<file path="src/hw/rtl/assert_macros.svh">
// Assertion macros shared by the interval set engine RTL.
// Expects signals named clock and reset in the including scope.
`ifndef ASSERT_MACROS_SVH
`define ASSERT_MACROS_SVH

// Check on every edge out of reset.
`define CISE_ASSERT(label, prop, msg) \
   label: assert property (@(posedge clock) disable iff (reset) prop) \
      else $error(msg);

// Check on every edge, reset included.
`define CISE_ASSERT_ALWAYS(label, prop, msg) \
   label: assert property (@(posedge clock) prop) else $error(msg);

`endif

</file>
<file path="src/hw/rtl/cise_pkg.sv">
// Shared types and constants of the interval set engine.
// No dependencies; every other .sv file in the RTL imports it.
`default_nettype none

package cise_pkg;

   localparam int MODE_W   = 2;
   localparam int CODE_W   = 21;
   localparam int STATUS_W = 2;
   localparam int COUNT_W  = 6;

   typedef enum logic [MODE_W-1:0] {
      MODE_INSERT = 2'd0,
      MODE_REMOVE = 2'd1,
      MODE_READ   = 2'd2,
      MODE_CLEAR  = 2'd3
   } mode_type;

   typedef enum logic [STATUS_W-1:0] {
      STATUS_OK       = 2'd0,
      STATUS_OVERFLOW = 2'd1,
      STATUS_RANGE    = 2'd2
   } status_type;

   typedef struct packed {
      logic [CODE_W-1:0] lo;
      logic [CODE_W-1:0] hi;
   } entry_type;

   // Controller to datapath
   typedef struct packed {
      logic load;
      logic rd_scan;
      logic rd_entry;
      logic proc;
      logic split_wr;
      logic finish;
   } cmd_type;

   // Datapath to controller
   typedef struct packed {
      logic needs_scan;
      logic needs_read;
      logic rd_more;
      logic need_split;
   } sts_type;

endpackage

`default_nettype wire

</file>
<file path="src/hw/rtl/cise_if.sv">
// Valid/ready channel interfaces for the interval set engine.
// Depends on cise_pkg for field widths.
`default_nettype none

interface cise_req_if import cise_pkg::*; ();
   logic                valid;
   logic                ready;
   logic [MODE_W-1:0]   mode;
   logic [CODE_W-1:0]   range_start;
   logic [CODE_W-1:0]   range_end;

   modport source (output valid, output mode, output range_start, output range_end,
                   input ready);
   modport sink   (input valid, input mode, input range_start, input range_end,
                   output ready);
endinterface

interface cise_rsp_if import cise_pkg::*; ();
   logic                valid;
   logic                ready;
   logic [STATUS_W-1:0] status;
   logic [COUNT_W-1:0]  entry_count;
   logic [CODE_W-1:0]   entry_low;
   logic [CODE_W-1:0]   entry_high;

   modport source (output valid, output status, output entry_count, output entry_low,
                   output entry_high, input ready);
   modport sink   (input valid, input status, input entry_count, input entry_low,
                   input entry_high, output ready);
endinterface

`default_nettype wire

</file>
<file path="src/hw/rtl/char_interval_set_engine.sv">
// Sorted code-point interval set: insert merges, remove cuts and splits, read
// returns entry k, clear empties the set. One transaction is in flight at a
// time. Insert and remove walk every stored entry through the single read
// port of the entry memory, one entry a cycle except while a second piece
// of a split is written, and write the new list into a shadow bank that is
// swapped in on success, so a refused operation leaves the set as it was.
// A finished result waits in the output register while the next transaction
// is accepted. The memory holds 2 * MAX_INTERVALS entries and needs no
// clearing after reset.
// Depends on cise_pkg, cise_if, cise_ctrl, cise_datapath, assert_macros.svh.
`default_nettype none
`include "assert_macros.svh"

module char_interval_set_engine import cise_pkg::*; #(
   parameter int MAX_INTERVALS = 32
) (
   input wire logic   clock,
   input wire logic   reset,
   cise_req_if.sink   req_chan,
   cise_rsp_if.source rsp_chan
);

   cmd_type cmd;
   sts_type sts;

   cise_ctrl u_ctrl (
      .clock     (clock),
      .reset     (reset),
      .req_valid (req_chan.valid),
      .req_ready (req_chan.ready),
      .rsp_valid (rsp_chan.valid),
      .rsp_ready (rsp_chan.ready),
      .cmd       (cmd),
      .sts       (sts)
   );

   cise_datapath #(
      .MAX_INTERVALS (MAX_INTERVALS)
   ) u_datapath (
      .clock           (clock),
      .reset           (reset),
      .cmd             (cmd),
      .sts             (sts),
      .req_mode        (req_chan.mode),
      .req_range_start (req_chan.range_start),
      .req_range_end   (req_chan.range_end),
      .rsp_status      (rsp_chan.status),
      .rsp_entry_count (rsp_chan.entry_count),
      .rsp_entry_low   (rsp_chan.entry_low),
      .rsp_entry_high  (rsp_chan.entry_high)
   );

   `CISE_ASSERT_ALWAYS(a_ready_after_reset, reset |=> req_chan.ready, "not ready after reset")
   `CISE_ASSERT(a_busy_after_accept, req_chan.valid && req_chan.ready |=> !req_chan.ready,
                "accepted a second transaction while busy")
   `CISE_ASSERT(a_split_follows, cmd.proc && sts.need_split |=> cmd.split_wr,
                "second piece of a split not written")
   `CISE_ASSERT(a_range_zero, rsp_chan.valid && rsp_chan.status == STATUS_RANGE |->
                rsp_chan.entry_low == '0 && rsp_chan.entry_high == '0,
                "out-of-range read returned data")

endmodule

`default_nettype wire

</file>
<file path="src/hw/rtl/cise_datapath.sv">
// Datapath of the interval set engine: double-buffered entry memory,
// per-entry merge/cut logic, entry count and response registers. Uses cise_pkg.
`default_nettype none

module cise_datapath import cise_pkg::*; #(
   parameter int MAX_INTERVALS = 32
) (
   input  wire logic                clock,
   input  wire logic                reset,
   input  wire cmd_type             cmd,
   output sts_type                  sts,
   input  wire logic [MODE_W-1:0]   req_mode,
   input  wire logic [CODE_W-1:0]   req_range_start,
   input  wire logic [CODE_W-1:0]   req_range_end,
   output logic [STATUS_W-1:0]      rsp_status,
   output logic [COUNT_W-1:0]       rsp_entry_count,
   output logic [CODE_W-1:0]        rsp_entry_low,
   output logic [CODE_W-1:0]        rsp_entry_high
);

   localparam int IW    = $clog2(MAX_INTERVALS);
   localparam int CW    = $clog2(MAX_INTERVALS + 1);
   localparam int NW    = $clog2(MAX_INTERVALS + 2);
   localparam int AW    = $clog2(2 * MAX_INTERVALS);
   localparam int DEPTH = 2 * MAX_INTERVALS;
   localparam logic [AW-1:0] BANK_OFS = AW'(MAX_INTERVALS);
   localparam logic [NW-1:0] N_MAX    = NW'(MAX_INTERVALS);

   entry_type           mem_ff [DEPTH];
   entry_type           rd_data_ff;
   mode_type            mode_ff;
   logic [CODE_W-1:0]   s_ff, e_ff, ns_ff, ne_ff;
   logic [CODE_W-1:0]   ns_in, ne_in;
   logic                placed_ff, placed_in;
   logic [NW-1:0]       n_ff;
   logic [CW-1:0]       rd_idx_ff;
   entry_type           pend_ff;
   logic [CW-1:0]       cnt_ff, cnt_in;
   logic                bank_ff, bank_in;
   logic [STATUS_W-1:0] rsp_status_ff;
   logic [COUNT_W-1:0]  rsp_count_ff;
   logic [CODE_W-1:0]   rsp_low_ff, rsp_high_ff;

   logic [CODE_W-1:0]   a, b;
   logic [CODE_W:0]     b_p1, ne_p1;
   logic [1:0]          piece_cnt;
   entry_type           p0, p1, lo_piece, hi_piece;
   logic                has_lo, has_hi;

   logic                wr_en;
   entry_type           wr_entry;
   logic [IW-1:0]       wr_idx, rd_idx;
   logic [AW-1:0]       wr_addr, rd_addr;

   logic                final_place;
   logic [NW-1:0]       n_final;
   status_type          status_in;
   logic [CODE_W-1:0]   low_in, high_in;
   logic [CW+COUNT_W-1:0] cnt_ext;

   // Status toward the controller
   assign sts.needs_scan = (mode_ff == MODE_INSERT || mode_ff == MODE_REMOVE) &&
                           (e_ff >= s_ff);
   assign sts.needs_read = (mode_ff == MODE_READ) && (s_ff < CODE_W'(cnt_ff));
   assign sts.rd_more    = rd_idx_ff < cnt_ff;
   assign sts.need_split = piece_cnt == 2'd2;

   // Per-entry merge (insert) and cut (remove)
   assign a     = rd_data_ff.lo;
   assign b     = rd_data_ff.hi;
   assign b_p1  = {1'b0, b} + 1'b1;
   assign ne_p1 = {1'b0, ne_ff} + 1'b1;

   always_comb begin
      lo_piece  = '{lo: a, hi: s_ff - 1'b1};
      hi_piece  = '{lo: e_ff + 1'b1, hi: b};
      has_lo    = a < s_ff;
      has_hi    = b > e_ff;
      piece_cnt = 2'd0;
      p0        = rd_data_ff;
      p1        = rd_data_ff;
      ns_in     = ns_ff;
      ne_in     = ne_ff;
      placed_in = placed_ff;
      if (mode_ff == MODE_INSERT) begin
         if (b_p1 < {1'b0, ns_ff}) begin
            piece_cnt = 2'd1;
         end else if ({1'b0, a} > ne_p1) begin
            if (!placed_ff) begin
               // Drop the merged interval in ahead of this entry
               piece_cnt = 2'd2;
               p0        = '{lo: ns_ff, hi: ne_ff};
               placed_in = 1'b1;
            end else begin
               piece_cnt = 2'd1;
            end
         end else begin
            ns_in = (a < ns_ff) ? a : ns_ff;
            ne_in = (b > ne_ff) ? b : ne_ff;
         end
      end else begin
         if (b < s_ff || a > e_ff) begin
            piece_cnt = 2'd1;
         end else if (has_lo && has_hi) begin
            piece_cnt = 2'd2;
            p0        = lo_piece;
            p1        = hi_piece;
         end else if (has_lo) begin
            piece_cnt = 2'd1;
            p0        = lo_piece;
         end else if (has_hi) begin
            piece_cnt = 2'd1;
            p0        = hi_piece;
         end
      end
   end

   // Write port: scanned piece, held second piece, or final placement
   assign final_place = (mode_ff == MODE_INSERT) && !placed_ff;
   assign n_final     = n_ff + NW'(final_place);
   assign wr_idx      = n_ff[IW-1:0];

   always_comb begin
      wr_en    = 1'b0;
      wr_entry = p0;
      if (cmd.proc && piece_cnt != 2'd0) begin
         wr_en = 1'b1;
      end else if (cmd.split_wr) begin
         wr_en    = 1'b1;
         wr_entry = pend_ff;
      end else if (cmd.finish && sts.needs_scan && final_place) begin
         wr_en    = 1'b1;
         wr_entry = '{lo: ns_ff, hi: ne_ff};
      end
      // Pieces past capacity only count toward the overflow check
      if (n_ff >= N_MAX) begin
         wr_en = 1'b0;
      end
   end

   // Writes go to the shadow bank, reads come from the live bank
   assign wr_addr = bank_ff ? AW'(wr_idx) : BANK_OFS + AW'(wr_idx);
   assign rd_idx  = cmd.rd_entry ? s_ff[IW-1:0] : rd_idx_ff[IW-1:0];
   assign rd_addr = bank_ff ? BANK_OFS + AW'(rd_idx) : AW'(rd_idx);

   always_ff @(posedge clock) begin
      if (wr_en) begin
         mem_ff[wr_addr] <= wr_entry;
      end
      if (cmd.rd_scan || cmd.rd_entry) begin
         rd_data_ff <= mem_ff[rd_addr];
      end
   end

   // Completion: commit or refuse, build the response
   always_comb begin
      cnt_in    = cnt_ff;
      bank_in   = bank_ff;
      status_in = STATUS_OK;
      low_in    = '0;
      high_in   = '0;
      unique case (mode_ff)
         MODE_INSERT, MODE_REMOVE: begin
            if (sts.needs_scan) begin
               if (n_final > N_MAX) begin
                  status_in = STATUS_OVERFLOW;
               end else begin
                  cnt_in  = CW'(n_final);
                  bank_in = !bank_ff;
               end
            end
         end
         MODE_READ: begin
            if (sts.needs_read) begin
               low_in  = rd_data_ff.lo;
               high_in = rd_data_ff.hi;
            end else begin
               status_in = STATUS_RANGE;
            end
         end
         MODE_CLEAR: begin
            cnt_in = '0;
         end
         default: begin
            cnt_in = cnt_ff;
         end
      endcase
   end

   assign cnt_ext = {{COUNT_W{1'b0}}, cnt_in};

   always_ff @(posedge clock) begin
      if (reset) begin
         cnt_ff    <= '0;
         bank_ff   <= 1'b0;
         n_ff      <= '0;
         rd_idx_ff <= '0;
         placed_ff <= 1'b0;
      end else if (cmd.load) begin
         n_ff      <= '0;
         rd_idx_ff <= '0;
         placed_ff <= 1'b0;
      end else begin
         if (cmd.rd_scan) begin
            rd_idx_ff <= rd_idx_ff + 1'b1;
         end
         if (cmd.proc) begin
            placed_ff <= placed_in;
            n_ff      <= n_ff + NW'(piece_cnt != 2'd0);
         end
         if (cmd.split_wr) begin
            n_ff <= n_ff + 1'b1;
         end
         if (cmd.finish) begin
            cnt_ff  <= cnt_in;
            bank_ff <= bank_in;
         end
      end
   end

   always_ff @(posedge clock) begin
      if (cmd.load) begin
         mode_ff <= mode_type'(req_mode);
         s_ff    <= req_range_start;
         e_ff    <= req_range_end;
         ns_ff   <= req_range_start;
         ne_ff   <= req_range_end;
      end
      if (cmd.proc) begin
         ns_ff   <= ns_in;
         ne_ff   <= ne_in;
         pend_ff <= p1;
      end
      if (cmd.finish) begin
         rsp_status_ff <= status_in;
         rsp_count_ff  <= cnt_ext[COUNT_W-1:0];
         rsp_low_ff    <= low_in;
         rsp_high_ff   <= high_in;
      end
   end

   assign rsp_status      = rsp_status_ff;
   assign rsp_entry_count = rsp_count_ff;
   assign rsp_entry_low   = rsp_low_ff;
   assign rsp_entry_high  = rsp_high_ff;

endmodule

`default_nettype wire

</file>
<file path="src/hw/rtl/cise_ctrl.sv">
// Controller of the interval set engine: sequences accept, scan, split
// writes and completion, and owns the response valid. Uses cise_pkg.
`default_nettype none

module cise_ctrl import cise_pkg::*; (
   input  wire logic    clock,
   input  wire logic    reset,
   input  wire logic    req_valid,
   output logic         req_ready,
   output logic         rsp_valid,
   input  wire logic    rsp_ready,
   output cmd_type      cmd,
   input  wire sts_type sts
);

   typedef enum logic [2:0] {
      ST_IDLE,
      ST_DISPATCH,
      ST_SCAN,
      ST_SPLIT,
      ST_FINISH
   } state_type;

   state_type state_ff;
   logic      proc_vld_ff;
   logic      rsp_valid_ff;
   logic      slot_free;

   assign req_ready = state_ff == ST_IDLE;
   assign slot_free = !rsp_valid_ff || rsp_ready;

   assign cmd.load     = req_valid && req_ready;
   assign cmd.rd_entry = (state_ff == ST_DISPATCH) && sts.needs_read;
   assign cmd.rd_scan  = (state_ff == ST_SCAN) && sts.rd_more;
   assign cmd.proc     = (state_ff == ST_SCAN) && proc_vld_ff;
   assign cmd.split_wr = state_ff == ST_SPLIT;
   assign cmd.finish   = (state_ff == ST_FINISH) && slot_free;

   always_ff @(posedge clock) begin
      if (reset) begin
         state_ff     <= ST_IDLE;
         proc_vld_ff  <= 1'b0;
         rsp_valid_ff <= 1'b0;
      end else begin
         if (cmd.finish) begin
            rsp_valid_ff <= 1'b1;
         end else if (rsp_ready) begin
            rsp_valid_ff <= 1'b0;
         end
         unique case (state_ff)
            ST_IDLE: begin
               if (cmd.load) begin
                  state_ff <= ST_DISPATCH;
               end
            end
            ST_DISPATCH: begin
               proc_vld_ff <= 1'b0;
               state_ff    <= sts.needs_scan ? ST_SCAN : ST_FINISH;
            end
            ST_SCAN: begin
               // Read data is registered and lands in the cycle after its address
               proc_vld_ff <= cmd.rd_scan;
               if (cmd.proc && sts.need_split) begin
                  state_ff <= ST_SPLIT;
               end else if (!cmd.rd_scan && !proc_vld_ff) begin
                  state_ff <= ST_FINISH;
               end
            end
            ST_SPLIT: begin
               // Hold the pending read; it is processed on return
               state_ff <= ST_SCAN;
            end
            ST_FINISH: begin
               if (slot_free) begin
                  state_ff <= ST_IDLE;
               end
            end
            default: begin
               state_ff <= ST_IDLE;
            end
         endcase
      end
   end

   assign rsp_valid = rsp_valid_ff;

endmodule

`default_nettype wire

</file>
<file path="src/flat_wrapper.sv">
// flat-port wrapper written by rule: the top's interface ports become plain ports
module char_interval_set_engine_flat import cise_pkg::*;
#(
   parameter int MAX_INTERVALS = 32
)
  (clock, reset, req_chan_valid, req_chan_mode, req_chan_range_start, req_chan_range_end, req_chan_ready, rsp_chan_valid, rsp_chan_status, rsp_chan_entry_count, rsp_chan_entry_low, rsp_chan_entry_high, rsp_chan_ready);
  cise_req_if req_chan_i ();
  cise_rsp_if rsp_chan_i ();
  input wire logic clock;
  input wire logic reset;
  input wire logic [$bits(req_chan_i.valid)-1:0] req_chan_valid;
  input wire logic [$bits(req_chan_i.mode)-1:0] req_chan_mode;
  input wire logic [$bits(req_chan_i.range_start)-1:0] req_chan_range_start;
  input wire logic [$bits(req_chan_i.range_end)-1:0] req_chan_range_end;
  output wire logic [$bits(req_chan_i.ready)-1:0] req_chan_ready;
  output wire logic [$bits(rsp_chan_i.valid)-1:0] rsp_chan_valid;
  output wire logic [$bits(rsp_chan_i.status)-1:0] rsp_chan_status;
  output wire logic [$bits(rsp_chan_i.entry_count)-1:0] rsp_chan_entry_count;
  output wire logic [$bits(rsp_chan_i.entry_low)-1:0] rsp_chan_entry_low;
  output wire logic [$bits(rsp_chan_i.entry_high)-1:0] rsp_chan_entry_high;
  input wire logic [$bits(rsp_chan_i.ready)-1:0] rsp_chan_ready;
  assign req_chan_i.valid = req_chan_valid;
  assign req_chan_i.mode = req_chan_mode;
  assign req_chan_i.range_start = req_chan_range_start;
  assign req_chan_i.range_end = req_chan_range_end;
  assign req_chan_ready = req_chan_i.ready;
  assign rsp_chan_valid = rsp_chan_i.valid;
  assign rsp_chan_status = rsp_chan_i.status;
  assign rsp_chan_entry_count = rsp_chan_i.entry_count;
  assign rsp_chan_entry_low = rsp_chan_i.entry_low;
  assign rsp_chan_entry_high = rsp_chan_i.entry_high;
  assign rsp_chan_i.ready = rsp_chan_ready;
  char_interval_set_engine #(.MAX_INTERVALS(MAX_INTERVALS)) u_core (.clock(clock), .reset(reset), .req_chan(req_chan_i), .rsp_chan(rsp_chan_i));
endmodule
</file>
<file path="config.mk">
export PLATFORM = sky130hd
export DESIGN_NAME = char_interval_set_engine_flat
export DESIGN_NICKNAME = d
export VERILOG_FILES = /design/src/hw/rtl/cise_pkg.sv /design/src/hw/rtl/cise_if.sv /design/src/hw/rtl/char_interval_set_engine.sv /design/src/hw/rtl/cise_datapath.sv /design/src/hw/rtl/cise_ctrl.sv /design/src/flat_wrapper.sv
export VERILOG_INCLUDE_DIRS = /design/src /design/src/hw/rtl
export SDC_FILE = /design/constraint.sdc
export NUM_CORES = 2
export LEC_CHECK = 0
export BUFFER_PORTS_ARGS = -buffer_cell sky130_fd_sc_hd__buf_4
export CAP_MARGIN = 15
export CELL_PAD_IN_SITES_DETAIL_PLACEMENT = 0
export CELL_PAD_IN_SITES_GLOBAL_PLACEMENT = 1
export CORE_UTILIZATION = 43
export DETAILED_ROUTE_END_ITERATION = 10
export PLACE_DENSITY = 0.79
export SLEW_MARGIN = 20
export SYNTH_ARGS = -nofsm -noshare
export SYNTH_HDL_FRONTEND = slang
export SYNTH_SLANG_ARGS = --single-unit
</file>
<file path="constraint.sdc">
create_clock -name clock -period 7.5 [get_ports clock]
set_input_delay 0 -clock clock [delete_from_list [all_inputs] [get_ports clock]]
set_output_delay 0 -clock clock [all_outputs]
set_load 0.1 [all_outputs]
</file>
==> out/results.ini <==
[floorplan]
die_y_um = 535
die_width_um = 535
rows = 195
start_util_pct = 43.2
core_um2 = 282000
ioPinCount = 100
die_area_um2 = 286000

[setup_path]
startpoint_type = flip-flop
crit_fanout = 42
crit_buf_inv = 2
path_cells = ha_1 > and3_1 > nand4_1 > nor2_1 > nand3_1 > xnor2_1 > ha_1 > nand3_1 > nor4_1 > o21ai_0 > a21oi_1 > a211oi_1 > a2111o_1 > a21o_1 > a21oi_4 > buf_4 > nor3_2 > buf_4
max_stage_delay_ps = 730
reg2reg_depth = 18
path_delay_family = compound AO/OA/AOI/OAI gates
reg2reg_from = u_core.u_datapath.b[0]
arrival_ps = 6910
worst_r2r_endpoint = u_core.u_datapath.mem_ff[17][16]
endpoint_kind = flip-flop
rrSetupSlack_ps = 1070
critPathSlowestCell = edfxtp_1
worstSetupPathType = flip-flop to flip-flop
worstPathRequired_ps = 7980

[job]
drv_cap = 0

[timing]
rsz0062_at_grt = false
timing.final.hold_violations = 0
finalMaxSlewViolations = 0
worst_slack_ps = 1070
setup_tns_ps = 0
min_period_over_period_pct = 85.7
setup_viol = 0
slew_headroom_pct = 19.8
worst_pin_slew_ps = 1200
timing.fmax_mhz = 156
finClkSkew_ps = 81.5
fin_crit_ps = 6430

[routing]
wl_per_cell_um = 27.8
dr.pass1.iters = 7
drt-total-wl_um = 374000
initialDrtViolationCount = 11500
post_drt_via_cell_ratio = 6.02
drc_errors = 0
drtAntennaViolNets = 0
vias = 81100

[layout]
syn2layout_area_growth_pct = 14.6
final_nets = 9739
drive_above_1_share_pct = 11.6
stdcell_count = 13500

[placement]
hpwl_um = 222000
io_buffers = 99
gp_congestion = 0.926
dp.cells = 12800
post-place-ws_ps = 1180

[logic_synthesis]
yosys.area.top_type = edfxtp_1
synth_area_leaders = edfxtp_1, nand2_1, mux2i_1
yosysUniqueCellTypes = 78
synth_seq_cells = 2933
ys.flop_type = edfxtp_1
synth_top_cell_area_share_pct = 71.6
synth_seq_area_share_pct = 72.0
async_reset_ff_share_pct = 0
synth.top_cells.by_count = edfxtp_1, nand2_1, a21oi_1, nand3_1, mux2i_1
netlist_area_um2 = 122000
syn_nets = 9401
synth_edf_count = 2908
netlist_instances = 9148
yosys_warnings = 0
yosysMostFrequentCell = edfxtp_1
synth.avg_cell_area_um2 = 13.3

[cts]
cts_setup_buffers = 0
h-tree-depth = 5
cts_sinks = 2933
holdBufCountCts = 93
cts_buffers = 304
cts_root_buf = clkbuf_16
postCtsResizedCells = 0
clk_latency_ps = 880
clockBufferDepth = 4
cts.clk_slew.worst_paths_ps = 60
cts_tree = yes

[global_routing]
grt_pass1_vias = 77200
grt_remaining_overflow = 0
grt_max_degree = 121
grt_pass1_wl_um = 534000
gr-usage-all-layers_pct = 25.4
antenna_found_initial = 18

[pwr]
powerDensity_nw_per_um2 = 248
cellLeakagePower_nw = 49.9
total_power_w = 0.0348
ir_drop_uv = 190

[hold_path]
holdPathStages = 3
hold_path.class = input port to flip-flop
holdPathEnd = u_core.u_ctrl.proc_vld_ff
min_from = reset

[status]
status = finished, final reports clean

-- routing by layer --
metal	part of all wire, %	wire (um)	track usage [%]
met1	40	148000	35.4
met2	46	170000	39.8
met3	12	43200	5.56
met4	3.3	12200	8.00
met5	0.0045	17	0
-- placed cells by master, fill, tap and decap left out, types with 50 or more instances in the layout --
master / netlist / layout
edfxtp_1: 2908 / 2908
nand2_1: 2151 / 2145
nor3_1: 208 / 143
a21o_1: 58 / 58
nand3_1: 640 / 640
clkbuf_16: 0 / 311
nor2_1: 68 / 59
buf_12: 0 / 50
o21ai_0: 88 / 85
clkinv_2: 0 / 57
a31oi_1: 91 / 90
a22oi_1: 57 / 56
and3_1: 109 / 109
inv_1: 117 / 114
ha_1: 205 / 205
xnor2_1: 72 / 72
clkbuf_1: 265 / 66
clkinv_1: 0 / 51
o22ai_1: 110 / 110
nor3_2: 0 / 65
o221ai_1: 100 / 100
mux2i_1: 349 / 344
nor4_1: 81 / 78
dlygate4sd3_1: 0 / 93
a21oi_1: 688 / 649
buf_4: 22 / 431
-- worst register-to-register path, delay by kind of cell, from the launching register on --
| family | cells | cell delay (ps) |
|---|---|---|
| DFF | 1 | 730 |
| xor gates and xnor gates | 1 | 160 |
| AOI/OAI and AO/OA | 6 | 1970 |
| buffers and inverters | 2 | 1030 |
| adders and majority gates | 2 | 690 |
| and+or+nand+nor | 7 | 1430 |
-- sequential cells by signal, summed over array words and instances, names as in the netlist, 21 cells and up --
register,flops
u_core.u_datapath.rsp_entry_low,21
u_core.u_datapath.ns_ff,21
u_core.u_datapath.rsp_entry_high,21
u_core.u_datapath.ne_ff,21
u_core.u_datapath.b,21
u_core.u_datapath.s_ff,21
u_core.u_datapath.a,21
u_core.u_datapath.pend_ff,42
u_core.u_datapath.e_ff,21
u_core.u_datapath.mem_ff,2688
-- power breakdown --
| group | switching [W] | internal (W) | total, W |
|---|---|---|---|
| Sequential | 0.0000838 | 0.0184 | 0.0185 |
| Clock | 0.00624 | 0.00829 | 0.0145 |
| Combinational | 0.00133 | 0.000422 | 0.00175 |
| Total | 0.00765 | 0.0271 | 0.0348 |
-- logic make-up (layout without fill, tap and decap cells) --
logic type      count (synthesis)  after routing  synth area share (%)
compound gates               1409           1409                  7.20
flops                        2933           2933                  72.0
fa+ha+maj                     205            205                  2.10
other cells                     0              3                     0
xor+xnor                       87             87                 0.624
buf+inv                       662           1230                  2.35
mux                           402            402                  3.36
simple gates                 3450           3450                  12.4
-- worst max path at each step --
| stage | from | to | slack [ps] | cells after the start |
|---|---|---|---|---|
| detailed placement | u_core.u_datapath.b[0] | u_core.u_datapath.mem_ff[17][18] | 1180 | 18 |
| CTS | u_core.u_datapath.b[0] | u_core.u_datapath.mem_ff[57][2] | 1150 | 18 |
| finish | u_core.u_datapath.b[0] | u_core.u_datapath.mem_ff[17][16] | 1070 | 18 |
| global route | u_core.u_datapath.b[5] | u_core.u_datapath.mem_ff[17][0] | 870 | 17 |
| floorplan | u_core.u_datapath.b[2] | u_core.u_datapath.mem_ff[0][0] | 510 | 16 |
| global placement | u_core.u_datapath.s_ff[15] | u_core.u_datapath.a[15] | 1050 | 12 |
-- area by class of cell --
class / instances / area [um^2]
Fill cell: 23500 / 142000
Timing Repair Buffer: 576 / 5210
Sequential cell: 2933 / 87800
Clock inverter: 159 / 1330
Antenna cell: 3 / 7.51
Clock buffer: 377 / 8030
Inverter: 118 / 443
Tap cell: 3743 / 4680
Multi-Input combinational cell: 5553 / 32300
-- stage by stage --
stage          hold slack, ps  cell area [um^2]  utilization (%)
3_5_place_dp              184            130000             45.9
6_report                 57.8            140000             49.5
2_1_floorplan            98.9            122000                -
3_3_place_gp              180            130000             45.9
5_1_grt                  59.2            140000             49.5
4_1_cts                  2.03            140000             49.5
(Power assumes the default switching activity.)
